$ cat src/ndsa_pkg.sv
package ndsa_pkg;

  localparam int unsigned POS_W   = 24;
  localparam int unsigned DIFF_W  = POS_W + 1;
  localparam int unsigned SQ_W    = 2 * DIFF_W;
  localparam int unsigned R2_W    = 50;
  localparam int unsigned BOUND_W = 50;
  localparam int unsigned DSQ_W   = 64;
  localparam int unsigned DSUM_W  = 48;
  localparam int unsigned CNT_W   = 32;
  localparam int unsigned SEL_W   = 2;
  localparam int unsigned CMD_W   = 2;
  localparam int unsigned CFG_IDX_W = 2;

  // tdata layouts
  localparam int unsigned IN_DATA_W  = 152;
  localparam int unsigned OUT_DATA_W = DSQ_W + 3 * DSUM_W + CNT_W;

  localparam int unsigned NUM_SHELLS_DEF  = 4;
  localparam int unsigned QUEUE_DEPTH_DEF = 4;

  localparam logic [BOUND_W-1:0] BOUND_SQ_1_RST = BOUND_W'(37748736);
  localparam logic [BOUND_W-1:0] BOUND_SQ_MAX   = {BOUND_W{1'b1}};

  localparam logic [CFG_IDX_W-1:0] CFG_BOUND_SQ_1 = 2'd0;
  localparam logic [CFG_IDX_W-1:0] CFG_BOUND_SQ_2 = 2'd1;
  localparam logic [CFG_IDX_W-1:0] CFG_BOUND_SQ_3 = 2'd2;

  typedef enum logic [CMD_W-1:0] {
    CMD_ACCUM = 2'd0,
    CMD_READ  = 2'd1,
    CMD_CLEAR = 2'd2,
    CMD_NOP   = 2'd3
  } cmd_e;

  // One classified item handed from the front to the back
  typedef struct packed {
    cmd_e                     cmd;
    logic [SEL_W-1:0]         shell;
    logic                     shell_ok;
    logic [R2_W-1:0]          r2;
    logic signed [DIFF_W-1:0] dx;
    logic signed [DIFF_W-1:0] dy;
    logic signed [DIFF_W-1:0] dz;
  } pair_item_t;

endpackage

$ cat src/ndsa_back.sv
module ndsa_back import ndsa_pkg::*; #(
  parameter int unsigned NUM_SHELLS = NUM_SHELLS_DEF
) (
  input  logic                  clk_i,
  input  logic                  rst_ni,
  input  logic                  head_valid_i,
  input  pair_item_t            head_i,
  output logic                  pop_o,
  output logic                  out_valid_o,
  input  logic                  out_ready_i,
  output logic [OUT_DATA_W-1:0] out_data_o
);

  localparam int unsigned SH_W = (NUM_SHELLS > 1) ? $clog2(NUM_SHELLS) : 1;

  logic [DSQ_W-1:0]  dsq_q [NUM_SHELLS];
  logic [DSUM_W-1:0] dx_q  [NUM_SHELLS];
  logic [DSUM_W-1:0] dy_q  [NUM_SHELLS];
  logic [DSUM_W-1:0] dz_q  [NUM_SHELLS];
  logic [CNT_W-1:0]  cnt_q [NUM_SHELLS];

  logic                  out_valid_q, out_valid_d;
  logic [OUT_DATA_W-1:0] out_data_q;
  logic                  out_free, load_out;
  logic [SH_W-1:0]       idx;
  logic [DSQ_W:0]        dsq_sum;
  logic [DSQ_W-1:0]      dsq_new;
  logic [DSUM_W-1:0]     dx_new, dy_new, dz_new;
  logic [CNT_W-1:0]      cnt_new;

  function automatic logic [DSUM_W-1:0] sat_add(input logic [DSUM_W-1:0] acc,
                                                input logic [DIFF_W-1:0] d);
    logic [DSUM_W:0] s;
    s = {acc[DSUM_W-1], acc} + (DSUM_W + 1)'($signed(d));
    if (s[DSUM_W] != s[DSUM_W-1]) begin
      // clamp toward the sign of the true sum
      sat_add = s[DSUM_W] ? {1'b1, {(DSUM_W-1){1'b0}}} : {1'b0, {(DSUM_W-1){1'b1}}};
    end else begin
      sat_add = s[DSUM_W-1:0];
    end
  endfunction

  assign idx      = head_i.shell[SH_W-1:0];
  assign out_free = !out_valid_q || out_ready_i;
  assign pop_o    = head_valid_i && ((head_i.cmd != CMD_READ) || out_free);
  assign load_out = pop_o && (head_i.cmd == CMD_READ);

  assign dsq_sum = {1'b0, dsq_q[idx]} + (DSQ_W + 1)'(head_i.r2);
  assign dsq_new = dsq_sum[DSQ_W] ? {DSQ_W{1'b1}} : dsq_sum[DSQ_W-1:0];
  assign dx_new  = sat_add(dx_q[idx], head_i.dx);
  assign dy_new  = sat_add(dy_q[idx], head_i.dy);
  assign dz_new  = sat_add(dz_q[idx], head_i.dz);
  assign cnt_new = (&cnt_q[idx]) ? cnt_q[idx] : cnt_q[idx] + 1'b1;

  always_ff @(posedge clk_i or negedge rst_ni) begin
    if (!rst_ni) begin
      for (int k = 0; k < NUM_SHELLS; k++) begin
        dsq_q[k] <= '0;
        dx_q[k]  <= '0;
        dy_q[k]  <= '0;
        dz_q[k]  <= '0;
        cnt_q[k] <= '0;
      end
    end else if (pop_o) begin
      case (head_i.cmd)
        CMD_ACCUM: begin
          dsq_q[idx] <= dsq_new;
          dx_q[idx]  <= dx_new;
          dy_q[idx]  <= dy_new;
          dz_q[idx]  <= dz_new;
          cnt_q[idx] <= cnt_new;
        end
        CMD_CLEAR: begin
          for (int k = 0; k < NUM_SHELLS; k++) begin
            dsq_q[k] <= '0;
            dx_q[k]  <= '0;
            dy_q[k]  <= '0;
            dz_q[k]  <= '0;
            cnt_q[k] <= '0;
          end
        end
        default: ;
      endcase
    end
  end

  always_comb begin
    out_valid_d = out_valid_q;
    if (load_out) begin
      out_valid_d = 1'b1;
    end else if (out_ready_i) begin
      out_valid_d = 1'b0;
    end
  end

  always_ff @(posedge clk_i or negedge rst_ni) begin
    if (!rst_ni) begin
      out_valid_q <= 1'b0;
    end else begin
      out_valid_q <= out_valid_d;
    end
  end

  always_ff @(posedge clk_i) begin
    if (load_out) begin
      if (head_i.shell_ok) begin
        out_data_q <= {cnt_q[idx], dz_q[idx], dy_q[idx], dx_q[idx], dsq_q[idx]};
      end else begin
        out_data_q <= '0;
      end
    end
  end

  assign out_valid_o = out_valid_q;
  assign out_data_o  = out_data_q;

endmodule

$ cat config.mk
export PLATFORM = sky130hd
export DESIGN_NAME = ndsa_back
export DESIGN_NICKNAME = d
export VERILOG_FILES = /design/src/ndsa_pkg.sv /design/src/ndsa_back.sv
export SDC_FILE = /design/constraint.sdc
export NUM_CORES = 2
export LEC_CHECK = 0
export BUFFER_PORTS_ARGS = -buffer_cell sky130_fd_sc_hd__buf_2
export CORE_UTILIZATION = 30
export CTS_BUF_LIST = sky130_fd_sc_hd__clkbuf_8
export DETAILED_ROUTE_END_ITERATION = 16
export HOLD_SLACK_MARGIN = 0.06
export SETUP_SLACK_MARGIN = 0.1
export SLEW_MARGIN = 40
export SYNTH_ARGS = -nofsm -noshare
export SYNTH_HDL_FRONTEND = slang
export SYNTH_SLANG_ARGS = --single-unit
$ cat constraint.sdc
create_clock -name clk_i -period 5.75 [get_ports clk_i]
set_clock_uncertainty 0.05 [all_clocks]
set_input_delay 0.2875 -clock clk_i [delete_from_list [all_inputs] [get_ports clk_i]]
set_output_delay 0.2875 -clock clk_i [all_outputs]
set_load 0.03 [all_outputs]
==> summary.md <==
| Metric | Value |
|---|---|
| Mapped Cells | 5700 |
| Post-synth top area cell | dfrtp_1 |
| Most used DFF post-synth | dfrtp_1 |
| Final worst setup slack | 373 ps |
| Post-CTS Setup Bufs | 0 |
| Vias in the first global route | 50500 |
| Final net count | 6531 |
| Placed cell area | 0.0672 mm2 |
| Critical Path RT | 6610 ps |
| Vias post-DR | 49100 |
| Power, Total | 24.5 mW |
| Area grow syn2layout | 18.4% |
| Max Fanout on Critical Path | 50 |
| GRT Total Usage | 0.189 |
| Fin Hold WS | 203 ps |
| Post-synth EDFFs | 240 |
| Final hold vios | 0 |
| DIE WIDTH | 457 um |
| Number of core rows | 166 |
| Final Cell Area | 0.0734 mm2 |
| Crit path time final | 5380 ps |
| Die ar. | 0.209 mm2 |
| Setup violators final | 0 |
| CP top delay family | buffers and inverters |
| Pins over their slew limit | 0 |
| Top cells by count, synth | dfrtp_1 (961), nand2_1 (833), o21ai_0 (723), clkbuf_1 (280), nor2_1 (268) |
| Peak VDD IR | 245 uV |
| Post-synthesis sequential area ratio | 0.504 |
| Iter 0 DRT Violations | 4074 |
| Clock buffer count from CTS | 211 |
| Post-place setup slack | 431 ps |
| Min-delay worst type | primary input to flop |
| Chip height | 457 um |
| Antenna-violating nets left | 0 |
| Crit path DAT | 6240 ps |
| Fillers | 20200 |
| Yosys cell types | 95 |
| Vias per Instance | 5.42 |
| Setup CP Type | primary input to flop |
| Final Wtd Congestion | 0.920 |
| Clk slew on worst S/H paths | 60 ps |
| RSZ-0062 raised after global routing | no |
| Setup TNS | 0 ps |
| Worst Path Buf+Inv | 5 |
| Largest net degree at the start of global routing | 111 |
| Io pins | 376 |
| Multi-input gate area | 0.0290 mm2 |
| Total gr overflow | 0 |
| Final Cycle Share | 0.935 |
| Hpwl dp | 130000 um |
| Critical path's largest stage delay | 600 ps |
| Wire per inst | 22.1 um |
| Pre-antenna DRT Iters | 5 |
| Status | finished clean |
| First-pass GRT wire length | 308000 um |
| CTS tree | yes |
| Lkg Pwr | 32.9 nW |
| Ranking of synthesized cells by area | dfrtp_1 (39%), edfxtp_1 (12%), mux4_2 (8.7%) |
| Mean Syn Cell Area | 10.9 um2 |
| Startpoint Class | primary input |
| Final Util | 0.358 |
| Critical path's most frequent cell | dlygate4sd3_1 |
| CP Cell Sequence | dlygate4sd3_1 > buf_8 > buf_12 > mux4_2 > ha_1 > and4_1 > a21boi_0 > o21ai_1 > a211oi_1 > o31ai_1 > nand3_1 > nand2_1 > nor2_4 > buf_4 > a21oi_1 > dlygate4sd3_1 > o21ai_0 |
| Clk_lat worst skew | 1010 ps |
| Worst slew pin tran | 824 ps |
| Initial antenna violation count | 7 |
| Most common cell in the synthesized netlist | dfrtp_1 |
| Post-synthesis cell area | 0.0620 mm2 |
| Fmax | 186 MHz |
| Ratio of cells with drive above 1 in the final layout | 0.182 |
| Initial core utilization | 0.302 |
| DRC violations left | 0 |
| Placed insts | 8516 |
| Ys async rst share | 0.800 |
| Finished Layout Cells | 9067 |
| Port Buffer Count | 375 |
| Core area | 0.205 mm2 |
| Buffers from clock root to sink, at most | 3 |
| Flops & latches, synth | 1201 |
| Yosys top cell area share | 0.388 |
| Total detailed-routing wirelength | 200000 um |
| CTS H-tree depth | 4 |
| P per Cell Area | 333 mW/mm2 |
| Root buf cell | clkbuf_8 |
| Slew Limit Headroom | 0.451 |
| FF/Latch Area | 0.0313 mm2 |
| Syn_nets | 6033 |
| Max-cap check violation count | 0 |
| CP Capture Type | flop |
| TritonCTS Sinks | 1201 |
| Yosys warns | 0 |
| Critical-path top delay cell | dlygate4sd3_1 |
==> worst paths after layout <==
check	from	end	slack, ps	cells after the start
max	head_i[127]	dsq_q[49]	370	17
min	head_i[16]	dz_q[64]	200	4
max reg2reg	dsq_q[194]	dsq_q[177]	670	15
min reg2reg	dx_q[18]	dx_q[18]	420	2
max in group asynchronous	rst_ni	dsq_q[41]	4050	5
min in group asynchronous	rst_ni	dz_q[87]	650	4
==> power by group <==
group / switching, mW / internal, mW / total, mW
clock network: 3.84 / 4.65 / 8.49
registers: 0.432 / 9.55 / 9.99
logic: 3.66 / 2.33 / 5.99
==> sequential cells by signal (all words and copies together) (netlist names) <==
| signal | flops |
|---|---|
| dsq_q | 256 |
| out_data_o | 240 |
| dx_q | 192 |
| dy_q | 192 |
| dz_q | 192 |
| cnt_q | 128 |
| out_valid_o | 1 |
==> tightest hold or removal path: stages <==
cell and delay, ps:
buf_2 80, ha_1 340, xor2_1 190, a221o_1 290
==> final cells by class <==
class / count / share of cell area
multi-input cells: 4060 / 0.395
diodes: 2 / 0.0000682
clock inverters: 143 / 0.0152
inverters: 47 / 0.00245
repair buffers: 677 / 0.0687
well taps: 2688 / 0.0458
clock buffers: 249 / 0.0467
flip-flops and latches: 1201 / 0.426
==> cells in the final DEF (no fill, tap or decap), types with 17 or more instances in the layout <==
cell type,instances
ha_1,195
xor2_1,80
dfrtp_1,961
xnor2_1,119
nand2b_1,19
a22o_1,142
buf_4,107
edfxtp_1,240
a21oi_1,228
dlygate4sd3_1,155
clkbuf_8,249
buf_2,371
o21ai_0,722
and3_1,43
mux4_2,240
o211ai_1,23
a221o_1,183
o21ai_1,41
nor3_1,36
or3_1,17
nor2b_1,17
clkinv_1,21
a31oi_1,31
o21a_1,27
a21o_1,135
inv_1,104
nand3_1,53
nor2_1,268
and2_1,263
a211oi_1,26
nand4_1,58
nand2_1,829
buf_12,31
o21bai_1,31
clkinv_2,30
==> cell families (layout without fill, tap and decap cells) <==
group | after synthesis | count (layout) | share of synthesized area
simple gates | 1681 | 1681 | 0.125
fa+ha+maj | 200 | 200 | 0.0408
other cells | 0 | 2 | 0
buf+inv | 439 | 1116 | 0.0300
compound gates | 1726 | 1726 | 0.182
mux | 253 | 253 | 0.0893
flops | 1201 | 1201 | 0.504
xor+xnor | 200 | 200 | 0.0283
==> metal layers <==
layer / vias to the layer above / GRT usage / wire [um]
li1: 22000 / - / -
met1: 25000 / 0.249 / 85700
met2: 1745 / 0.307 / 94900
met3: 380 / 0.0308 / 11600
met4: 4 / 0.0819 / 7990
met5: - / 0 / 27
==> timing repair <==
action | CTS | global route
gates resized for setup | 0 | 2
setup endpoints to repair | 0 | 4
hold buffers | 156 | 0
hold endpoints to repair | 1361 | 0
Power figures use the tool's default switching activity.
