File: src/ndsa_queue.sv
module ndsa_queue #(
  parameter int unsigned WIDTH = 8,
  parameter int unsigned DEPTH = 4
) (
  input  logic             clk_i,
  input  logic             rst_ni,
  input  logic             push_i,
  input  logic [WIDTH-1:0] push_data_i,
  output logic             ready_o,
  input  logic             pop_i,
  output logic [WIDTH-1:0] head_o,
  output logic             valid_o
);

  localparam int unsigned PTR_W = (DEPTH > 1) ? $clog2(DEPTH) : 1;
  localparam int unsigned CNT_W = $clog2(DEPTH + 1);

  logic [WIDTH-1:0] mem_q [DEPTH];
  logic [PTR_W-1:0] wr_ptr_q, wr_ptr_d, rd_ptr_q, rd_ptr_d;
  logic [CNT_W-1:0] count_q, count_d;
  logic             do_push, do_pop;

  assign ready_o = count_q != CNT_W'(DEPTH);
  assign valid_o = count_q != '0;
  assign head_o  = mem_q[rd_ptr_q];
  assign do_push = push_i && ready_o;
  assign do_pop  = pop_i && valid_o;

  always_comb begin
    wr_ptr_d = wr_ptr_q;
    rd_ptr_d = rd_ptr_q;
    count_d  = count_q;
    if (do_push) begin
      wr_ptr_d = (wr_ptr_q == PTR_W'(DEPTH - 1)) ? '0 : wr_ptr_q + 1'b1;
    end
    if (do_pop) begin
      rd_ptr_d = (rd_ptr_q == PTR_W'(DEPTH - 1)) ? '0 : rd_ptr_q + 1'b1;
    end
    if (do_push && !do_pop) begin
      count_d = count_q + 1'b1;
    end else if (do_pop && !do_push) begin
      count_d = count_q - 1'b1;
    end
  end

  always_ff @(posedge clk_i or negedge rst_ni) begin
    if (!rst_ni) begin
      wr_ptr_q <= '0;
      rd_ptr_q <= '0;
      count_q  <= '0;
    end else begin
      wr_ptr_q <= wr_ptr_d;
      rd_ptr_q <= rd_ptr_d;
      count_q  <= count_d;
    end
  end

  always_ff @(posedge clk_i) begin
    if (do_push) begin
      mem_q[wr_ptr_q] <= push_data_i;
    end
  end

endmodule

File: config.mk
export PLATFORM = sky130hd
export DESIGN_NAME = ndsa_queue
export DESIGN_NICKNAME = d
export VERILOG_FILES = /design/src/ndsa_queue.sv
export SDC_FILE = /design/constraint.sdc
export NUM_CORES = 1
export LEC_CHECK = 0
export BUFFER_PORTS_ARGS = -buffer_cell sky130_fd_sc_hd__buf_2
export CAP_MARGIN = 40
export CORE_UTILIZATION = 55
export CTS_CLUSTER_SIZE = 14
export DETAILED_ROUTE_END_ITERATION = 12
export PLACE_DENSITY = 0.89
export SETUP_SLACK_MARGIN = 0.02
export SYNTH_ARGS = -nofsm -noshare
export SYNTH_HDL_FRONTEND = slang
export SYNTH_SLANG_ARGS = --single-unit
File: constraint.sdc
create_clock -name clk_i -period 2.45 [get_ports clk_i]
set_input_delay 0.3675 -clock clk_i [delete_from_list [all_inputs] [get_ports clk_i]]
set_output_delay 0.3675 -clock clk_i [all_outputs]
set_load 0.01 [all_outputs]
==> results of run 1 <==
-- routing by layer --
layer	vias to the layer above	share of wire	wire length (µm)	GRT usage
li1	358	-	-	-
met3	7	0.061	143	0.06977
met2	27	0.50	1173	0.2547
met1	385	0.43	1005	0.2592
met4	0	0.017	40	0.07317
met5	-	0	0	0
-- cells by family after synthesis --
| logic type | share of synthesized area |
|---|---|
| flip-flops | 0.7127 |
| multiplexers | 0.1531 |
| AND/OR/NAND/NOR | 0.04553 |
| adder cells (fa/ha/maj) | 0.05965 |
| buffers and inverters | 0.01255 |
| XOR/XNOR | 0.01649 |
-- report_power, final --
part           internal [W]  switching, W
clock              0.000112      0.000192
combinational      0.000384      0.000294
sequential         0.000896      0.000150
-- synthesized netlist by cell type, types with 2 or more instances --
cell type | instances | share of area
mux2_2 | 3 | 0.021
xor2_1 | 2 | 0.011
nor2_1 | 3 | 0.0071
mux2_4 | 2 | 0.019
and3_2 | 4 | 0.019
dfrtp_1 | 7 | 0.11
edfxtp_1 | 32 | 0.60
mux4_2 | 8 | 0.11
inv_1 | 3 | 0.0071
ha_1 | 6 | 0.047
-- path summary, 6_finish.rpt --
check,from,endpoint,slack [ns],cells past startpoint
setup reg to reg,count_q[0],count_q[2],0.21,8
hold reg to reg,count_q[2],count_q[2],0.53,1
setup / recovery,count_q[0],count_q[2],0.21,8
hold / removal,push_data_i[1],mem_q[1][1],0.24,1
min in group asynchronous,rst_ni,count_q[1],0.38,2
max in group asynchronous,rst_ni,rd_ptr_q[0],1.91,2
-- flip-flops by register name, indices dropped and copies added (netlist names) --
name / count
rd_ptr_q: 2
mem_q: 32
wr_ptr_q: 2
count_q: 3
-- worst max-delay path, cell delays in order, from the launching register on --
cell and delay, ns:
dfrtp_1 0.45, or3_2 0.48, nand2_1 0.17, ha_1 0.21
inv_1 0.07, fa_1 0.37, xor2_1 0.15, nor2_1 0.11
xor2_1 0.15
-- final cells by class --
class / instances / area (µm²) / share of cell area
well taps: 31 / 38.79 / 0.02168
clock inverters: 1 / 5.005 / 0.002797
repair buffers: 22 / 115.1 / 0.06434
clock buffers: 7 / 45.04 / 0.02517
multi-input cells: 34 / 437.9 / 0.2448
flip-flops and latches: 39 / 1136 / 0.6350
inverters: 3 / 11.26 / 0.006294
-- layout by cell type, fill, tap and decap left out, drive strengths merged --
cell,count
or3,1
xor2,2
nor2,3
fa,1
or3b,1
buf,21
clkinv,1
xnor2,1
and2,1
and3,4
inv,3
mux4,8
dfrtp,7
nand2,1
dlygate4sd3,1
clkbuf,7
ha,6
edfxtp,32
mux2,5
-- metrics by stage --
| stage | utilization | setup WS, ns | area (µm²) |
|---|---|---|---|
| 3_5_place_dp | 0.6270 | 0.1932 | 1729 |
| 6_report | 0.6488 | 0.2051 | 1789 |
| 3_3_place_gp | 0.6270 | 0.3318 | 1729 |
| 2_1_floorplan | - | 0.3515 | 1594 |
| 4_1_cts | 0.6488 | 0.1821 | 1789 |
| 5_1_grt | 0.6488 | 0.06171 | 1789 |
==> results.sh, run 1 <==
export IMPL_slew_violations=0
export IMPL_finalSetupViolCount=0
export IMPL_grt_max_degree=12
export IMPL_critPathMaxFanout=4
export IMPL_dpl_hpwl_um=1680
export IMPL_timing_hold_ws_ns=0.2391
export IMPL_synth_area_per_cell_um2=20.44
export IMPL_yosys_warnings=0
export IMPL_nets=124
export IMPL_instances_no_fill=137
export IMPL_track_usage=0.1814
export IMPL_startpoint_type="flop"
export IMPL_clock_sinks=39
export IMPL_rows=19
export IMPL_ir_worst_vdd_v=0.0009718
export IMPL_syn_inst=78
export IMPL_post_cts_resized=0
export IMPL_synth_cell_area_um2=1594
export IMPL_antenna_found_initial=0
export IMPL_max_freq_mhz=445.5
export IMPL_vias=777
export IMPL_final_hold_viol_count=0
export IMPL_fin_crit_sh=0.9163
export IMPL_post_cts_buffers=0
export IMPL_numCtsBuffers=5
export IMPL_dp_cells=128
export IMPL_tightest_slew_ns=0.5624
export IMPL_crit_path_end_kind="flop"
export IMPL_die_area_um2=3118
export IMPL_drc=0
export IMPL_start_util=0.5780
export IMPL_viasPerCell=5.672
export IMPL_die_w_um=55.84
export IMPL_die_height_um=55.84
export IMPL_clk_pin_slew_ns=0.11
export IMPL_period_needed_ns=2.245
export IMPL_seq_area_frac_synth=0.7127
export IMPL_ys_flop_type="edfxtp_1"
export IMPL_cts_tree="built"
export IMPL_min_path_type="in2reg"
export IMPL_port_buffers=21
export IMPL_crit_type="reg2reg"
export IMPL_cts_buffer_depth=2
export IMPL_wirelength_um=2363
export IMPL_core_area_um2=2758
export IMPL_fill_cells=184
export IMPL_synth_edf_count=32
export IMPL_skew_ns=0.006979
export IMPL_worst_ep_required_time_ns=2.71
export IMPL_drt_first_pass_iters=4
export IMPL_drtAntennaViolNets=0
export IMPL_io_pins=22
export IMPL_clock_latency_ns=0.34
export IMPL_grt_ovfl_total=0
export IMPL_fin_setup_tns_ns=0
export IMPL_area_growth_pct=12.25
export IMPL_status="completed"
export IMPL_grt_pass1_vias=774
export IMPL_drive_gt1_frac=0.4434
export IMPL_grt_setup_unrepaired="no"
export IMPL_hold_buffers=1
export IMPL_ys_types=18
export IMPL_grt_pass1_wl_um=3919
export IMPL_total_power_w=0.002027
export IMPL_synth_nets=97
export IMPL_leakage_nw=0.6858
export IMPL_power_density_nw_per_um2=1133
export IMPL_antenna_cells=0
export IMPL_async_flop_share=0.1795
export IMPL_synth_seq_cells=39
export IMPL_cp_arrival_ns=2.51
export IMPL_max_slew_margin=0.6251
export IMPL_root_buffer="clkbuf_4"
export IMPL_h_tree_depth=2
export IMPL_avgRoutedWirePerCell_um=17.25
export IMPL_gp_congestion=0.7414
export IMPL_cap_violations=0
export IMPL_dr_first_iter_drc_count=10
(Power assumes the default switching activity.)
==> run 2: changes to the inputs <==
--- a/config.mk
+++ b/config.mk
@@ -10,7 +10,8 @@
 export CORE_UTILIZATION = 55
 export CTS_CLUSTER_SIZE = 14
 export DETAILED_ROUTE_END_ITERATION = 12
-export PLACE_DENSITY = 0.89
+export MAX_ROUTING_LAYER = met4
+export PLACE_DENSITY_LB_ADDON = 0.25
 export SETUP_SLACK_MARGIN = 0.02
 export SYNTH_ARGS = -nofsm -noshare
 export SYNTH_HDL_FRONTEND = slang
==> run 2 against run 1 <==
Effect of this change:
- worst hold slack improved by 0.019 ns
- die area stayed put
- register-to-register slack improved by 0.03 ns
- power down 1.6%
- critical path type unchanged
- cell area is essentially flat
- highest routed layer unchanged
- sequential share of layout area about the same
==> results.sh, run 2 (same netlist as run 1, synthesis figures left out) <==
export IMPL_status="completed"
export IMPL_die_w_um=55.84
export IMPL_antenna_cells=0
export IMPL_power_frac_seq=0.522
export IMPL_clock_sinks=39
export IMPL_critPathTopFamily="simple AND/OR/NAND/NOR gates"
export IMPL_p_int_w=0.001386
export IMPL_crit_path_end_kind="flop"
export IMPL_dpl_hpwl_um=1559
export IMPL_crit_type="reg2reg"
export IMPL_critPathSlowestCell="or3_2"
export IMPL_clk_pin_slew_ns=0.10
export IMPL_max_slew_margin=0.6256
export IMPL_final_core_util=0.6484
export IMPL_largest_reg_flops=32
export IMPL_min_path_type="in2reg"
export IMPL_drt_first_pass_iters=4
export IMPL_drtAntennaViolNets=0
export IMPL_port_buffers=21
export IMPL_grt_pass1_wl_um=3781
export IMPL_cp_arrival_ns=2.46
export IMPL_period_needed_ns=2.215
export IMPL_antenna_found_initial=0
export IMPL_viasPerCell=5.496
export IMPL_avgRoutedWirePerCell_um=16.30
export IMPL_cts_tree="built"
export IMPL_grt_max_degree=12
export IMPL_skew_ns=0.006658
export IMPL_numCtsBuffers=5
export IMPL_slew_violations=0
export IMPL_start_util=0.5780
export IMPL_leakage_nw=0.6838
export IMPL_crit_chain="or3_2, nand2_1, ha_1, inv_1, fa_1, xor2_1, nor2_1, xor2_1"
export IMPL_post_cts_buffers=0
export IMPL_largest_register="mem_q"
export IMPL_dr_first_iter_drc_count=16
export IMPL_track_usage=0.1802
export IMPL_p_sw_frac=0.3049
export IMPL_instances_no_fill=137
export IMPL_die_height_um=55.84
export IMPL_tightest_slew_ns=0.5616
export IMPL_critPathMaxFanout=4
export IMPL_gp_congestion=0.7169
export IMPL_post_cts_resized=0
export IMPL_core_area_um2=2758
export IMPL_power_frac_comb=0.336
export IMPL_layout_commonest_cell="edfxtp_1"
export IMPL_fill_cells=211
export IMPL_vias=753
export IMPL_ir_worst_vdd_v=0.0007657
export IMPL_grt_ovfl_total=0
export IMPL_worst_ep_required_time_ns=2.70
export IMPL_cap_violations=0
export IMPL_area_growth_pct=12.17
export IMPL_grt_pass1_vias=777
export IMPL_final_hold_viol_count=0
export IMPL_worst_path_most_repeated_cell="xor2_1"
export IMPL_hold_buffers=1
export IMPL_h_tree_depth=2
export IMPL_startpoint_type="flop"
export IMPL_grt_setup_unrepaired="no"
export IMPL_nets=124
export IMPL_fin_crit_sh=0.9042
export IMPL_die_area_um2=3118
export IMPL_fin_setup_tns_ns=0
export IMPL_dp_cells=128
export IMPL_io_pins=22
export IMPL_clockPowerShare=0.142
export IMPL_drc=0
export IMPL_reg_top3="mem_q (32), count_q (3)"
export IMPL_cts_buffer_depth=2
export IMPL_clock_latency_ns=0.32
export IMPL_max_stage_delay_ns=0.48
export IMPL_finalSetupViolCount=0
export IMPL_rows=19
export IMPL_root_buffer="clkbuf_4"
export IMPL_p_sw_w=0.0006083
export IMPL_max_freq_mhz=451.4
export IMPL_power_density_nw_per_um2=1116
export IMPL_layout_common_cells="edfxtp_1, buf_2, mux4_2"
export IMPL_wirelength_um=2233
export IMPL_crit_buf_inv=1
export IMPL_drive_gt1_frac=0.4340
run 2: changes by cell type in the layout (fill, tap and decap cells not counted), sizes merged:
cell / change
clkbuf: -1
clkinv: +1
run 2: final timing paths:
path                            slack (ns)          end  depth (start not counted)            from
worst max register to register        0.23   count_q[2]                          8      count_q[0]
min in group asynchronous             0.40  wr_ptr_q[1]                          2          rst_ni
max in group asynchronous             1.89  rd_ptr_q[0]                          2          rst_ni
worst max-delay path                  0.23   count_q[2]                          8      count_q[0]
worst min register to register        0.50   count_q[2]                          1      count_q[2]
worst min-delay path                  0.26  mem_q[3][7]                          1  push_data_i[7]
run 2: power by group through the flow:
stage	Clock (W)	Sequential [W]	Combinational, W
global route	0.000327	0.00107	0.000743
CTS	0.000301	0.00105	0.000687
finish	0.000283	0.00104	0.000670
floorplan	0	0.000970	0.000560
detailed placement	0	0.00106	0.000684
global placement	0	0.00106	0.000668
run 2: layout make-up:
cell class                 instances  area [µm²]  area share
inverter                           3       11.26    0.006298
clock buffer                       6       41.29     0.02309
sequential                        39        1136      0.6354
clock inverter                     2       7.507    0.004199
tap                               31       38.79     0.02169
multi-input combinational         34       437.9      0.2449
timing repair buffer              22       115.1     0.06438
run 2: routing by layer:
| layer | track usage | routed length, µm | up-vias |
|---|---|---|---|
| met5 | - | 0 | - |
| met1 | 0.2017 | 998 | 380 |
| li1 | - | - | 356 |
| met2 | 0.2857 | 1133 | 15 |
| met3 | 0.07209 | 75 | 2 |
| met4 | 0.08362 | 26 | 0 |
run 2: worst register-to-register path, stage by stage (launching register included):
cell	delay, ns
dfrtp_1	0.45
or3_2	0.48
nand2_1	0.14
ha_1	0.21
inv_1	0.06
fa_1	0.37
xor2_1	0.15
nor2_1	0.13
xor2_1	0.16
run 2: through the flow:
stage	instance area, µm²	hold slack (ns)	total power [W]	worst slack (ns)
finish	1788	0.2585	0.001995	0.2347
global placement	1729	0.2115	0.001725	0.3030
floorplan	1594	0.07191	0.001530	0.3515
detailed placement	1729	0.2124	0.001749	0.2690
global route	1788	0.2266	0.002144	0.04540
CTS	1788	0.2371	0.002037	0.2321
==> run 3: changes to the inputs <==
--- a/config.mk
+++ b/config.mk
@@ -5,7 +5,7 @@
 export SDC_FILE = /design/constraint.sdc
 export NUM_CORES = 1
 export LEC_CHECK = 0
-export BUFFER_PORTS_ARGS = -buffer_cell sky130_fd_sc_hd__buf_2
+export BUFFER_PORTS_ARGS = -buffer_cell sky130_fd_sc_hd__buf_4
 export CAP_MARGIN = 40
 export CORE_UTILIZATION = 55
 export CTS_CLUSTER_SIZE = 14
==> run 3 against run 2 <==
Effect of this change:
- routed wire length up 3.9%
- worst hold slack got worse by 0.037 ns
- first-iteration DRC count increased by 13%
- via count shrank 0.13%
==> results.sh, run 3 (same netlist as run 1, synthesis figures left out) <==
export IMPL_status="completed"
export IMPL_grt_ovfl_total=0
export IMPL_fill_cells=208
export IMPL_worstHoldStart="push_data_i[6]"
export IMPL_cp_arrival_ns=2.49
export IMPL_clockPowerShare=0.169
export IMPL_wirelength_um=2321
export IMPL_crit_path_end_kind="flop"
export IMPL_critPathMaxFanout=4
export IMPL_cts_tree="built"
export IMPL_crit_type="reg2reg"
export IMPL_max_freq_mhz=450.5
export IMPL_drt_first_pass_iters=4
export IMPL_final_hold_viol_count=0
export IMPL_timing_hold_ws_ns=0.2218
export IMPL_min_path_type="in2reg"
export IMPL_die_w_um=55.84
export IMPL_layout_common_cells="edfxtp_1, buf_4, mux4_2"
export IMPL_drive_gt1_frac=0.4528
export IMPL_dpl_hpwl_um=1580
export IMPL_rows=19
export IMPL_cap_violations=0
export IMPL_track_usage=0.1852
export IMPL_largest_register="mem_q"
export IMPL_antenna_cells=0
export IMPL_port_buffers=21
export IMPL_io_pins=22
export IMPL_clk_pin_slew_ns=0.10
export IMPL_whs_endpoint="mem_q[0][6]"
export IMPL_clock_sinks=39
export IMPL_rr_endpoint="count_q[2]"
export IMPL_layout_commonest_cell="edfxtp_1"
export IMPL_grt_setup_unrepaired="no"
export IMPL_die_area_um2=3118
export IMPL_grt_pass1_wl_um=3864
export IMPL_grt_pass1_vias=792
export IMPL_h_tree_depth=2
export IMPL_tightest_slew_ns=0.5738
export IMPL_core_area_um2=2758
export IMPL_startpoint_type="flop"
export IMPL_post_cts_resized=0
export IMPL_fin_setup_tns_ns=0
export IMPL_reg_top3="mem_q (32), count_q (3)"
export IMPL_hold_depth=1
export IMPL_numCtsBuffers=5
export IMPL_nets=124
export IMPL_worst_ep_required_time_ns=2.72
export IMPL_power_frac_seq=0.487
export IMPL_fin_crit_sh=0.9059
export IMPL_p_int_w=0.001505
export IMPL_max_slew_margin=0.6174
export IMPL_ir_worst_vdd_v=0.0007642
export IMPL_drtAntennaViolNets=0
export IMPL_rrSetupSlack_ns=0.23
export IMPL_gp_congestion=0.6786
export IMPL_die_height_um=55.84
export IMPL_p_sw_frac=0.2959
export IMPL_finalSetupViolCount=0
export IMPL_power_density_nw_per_um2=1149
export IMPL_skew_ns=0.001632
export IMPL_antenna_found_initial=0
export IMPL_period_needed_ns=2.220
export IMPL_dpl_cell_area_um2=1782
export IMPL_slew_violations=0
export IMPL_largest_reg_flops=32
export IMPL_viasPerCell=5.489
export IMPL_fin_area_um2=1861
export IMPL_r2r_start="count_q[0]"
export IMPL_power_frac_comb=0.344
export IMPL_start_util=0.5780
export IMPL_dr_first_iter_drc_count=18
export IMPL_vias=752
export IMPL_cts_buffer_depth=2
export IMPL_area_growth_pct=16.72
export IMPL_drc=0
export IMPL_leakage_nw=0.7149
export IMPL_grt_max_degree=12
export IMPL_avgRoutedWirePerCell_um=16.94
export IMPL_clock_latency_ns=0.34
export IMPL_root_buffer="clkbuf_4"
export IMPL_p_sw_w=0.0006325
export IMPL_reg2reg_depth=8
## run 3: final cells by class
class | instances | area, µm² | share of cell area
multi-input cells | 34 | 437.9 | 0.2354
inverters | 3 | 11.26 | 0.006052
repair buffers | 22 | 167.7 | 0.09011
well taps | 31 | 38.79 | 0.02085
flip-flops and latches | 39 | 1136 | 0.6106
clock buffers | 8 | 68.82 | 0.03699
## run 3: repair_timing
item                      in CTS  in global routing
hold endpoints to repair       7                  0
hold buffers                   1                  0
setup buffers                  0                  0
## run 3: worst max path at each step
stage                           from          to  slack, ns  cells after the start
after floorplan           count_q[0]  count_q[2]       0.35                      8
after global placement    count_q[0]  count_q[2]       0.30                      8
after detailed placement  count_q[0]  count_q[2]       0.25                      8
after CTS                 count_q[0]  count_q[2]       0.21                      8
after global routing      count_q[0]  count_q[2]        0.1                      8
final                     count_q[0]  count_q[2]       0.23                      8
## run 3: metrics by stage
step | cells | utilization | setup WS (ns) | power (W)
2_1_floorplan | 78 | - | 0.3515 | 0.001530
3_3_place_gp | 128 | 0.6461 | 0.2962 | 0.001787
3_5_place_dp | 128 | 0.6461 | 0.2548 | 0.001807
4_1_cts | 137 | 0.6747 | 0.2053 | 0.002177
5_1_grt | 137 | 0.6747 | 0.09898 | 0.002270
6_report | 137 | 0.6747 | 0.2305 | 0.002138
## run 3: power groups by stage
stage	logic [W]	registers, W	clock network [W]
final	0.000735	0.00104	0.000361
after CTS	0.000751	0.00105	0.000376
after global placement	0.000730	0.00106	0
after detailed placement	0.000743	0.00106	0
after global routing	0.000799	0.00107	0.000399
after floorplan	0.000560	0.000970	0
## run 3: per-layer routing
layer / track usage / part of all wire / vias up
met5: - / 0 / -
met4: 0.1045 / 0.030 / 0
met3: 0.06512 / 0.047 / 6
met2: 0.2788 / 0.50 / 18
met1: 0.2194 / 0.43 / 372
li1: - / - / 356
## run 3: critical path, stage by stage (launching register included)
cell and delay, ns:
dfrtp_1 0.45, or3_2 0.48, nand2_1 0.15, ha_1 0.20, inv_1 0.06, fa_1 0.37
xor2_1 0.16, nor2_1 0.12, xor2_1 0.16
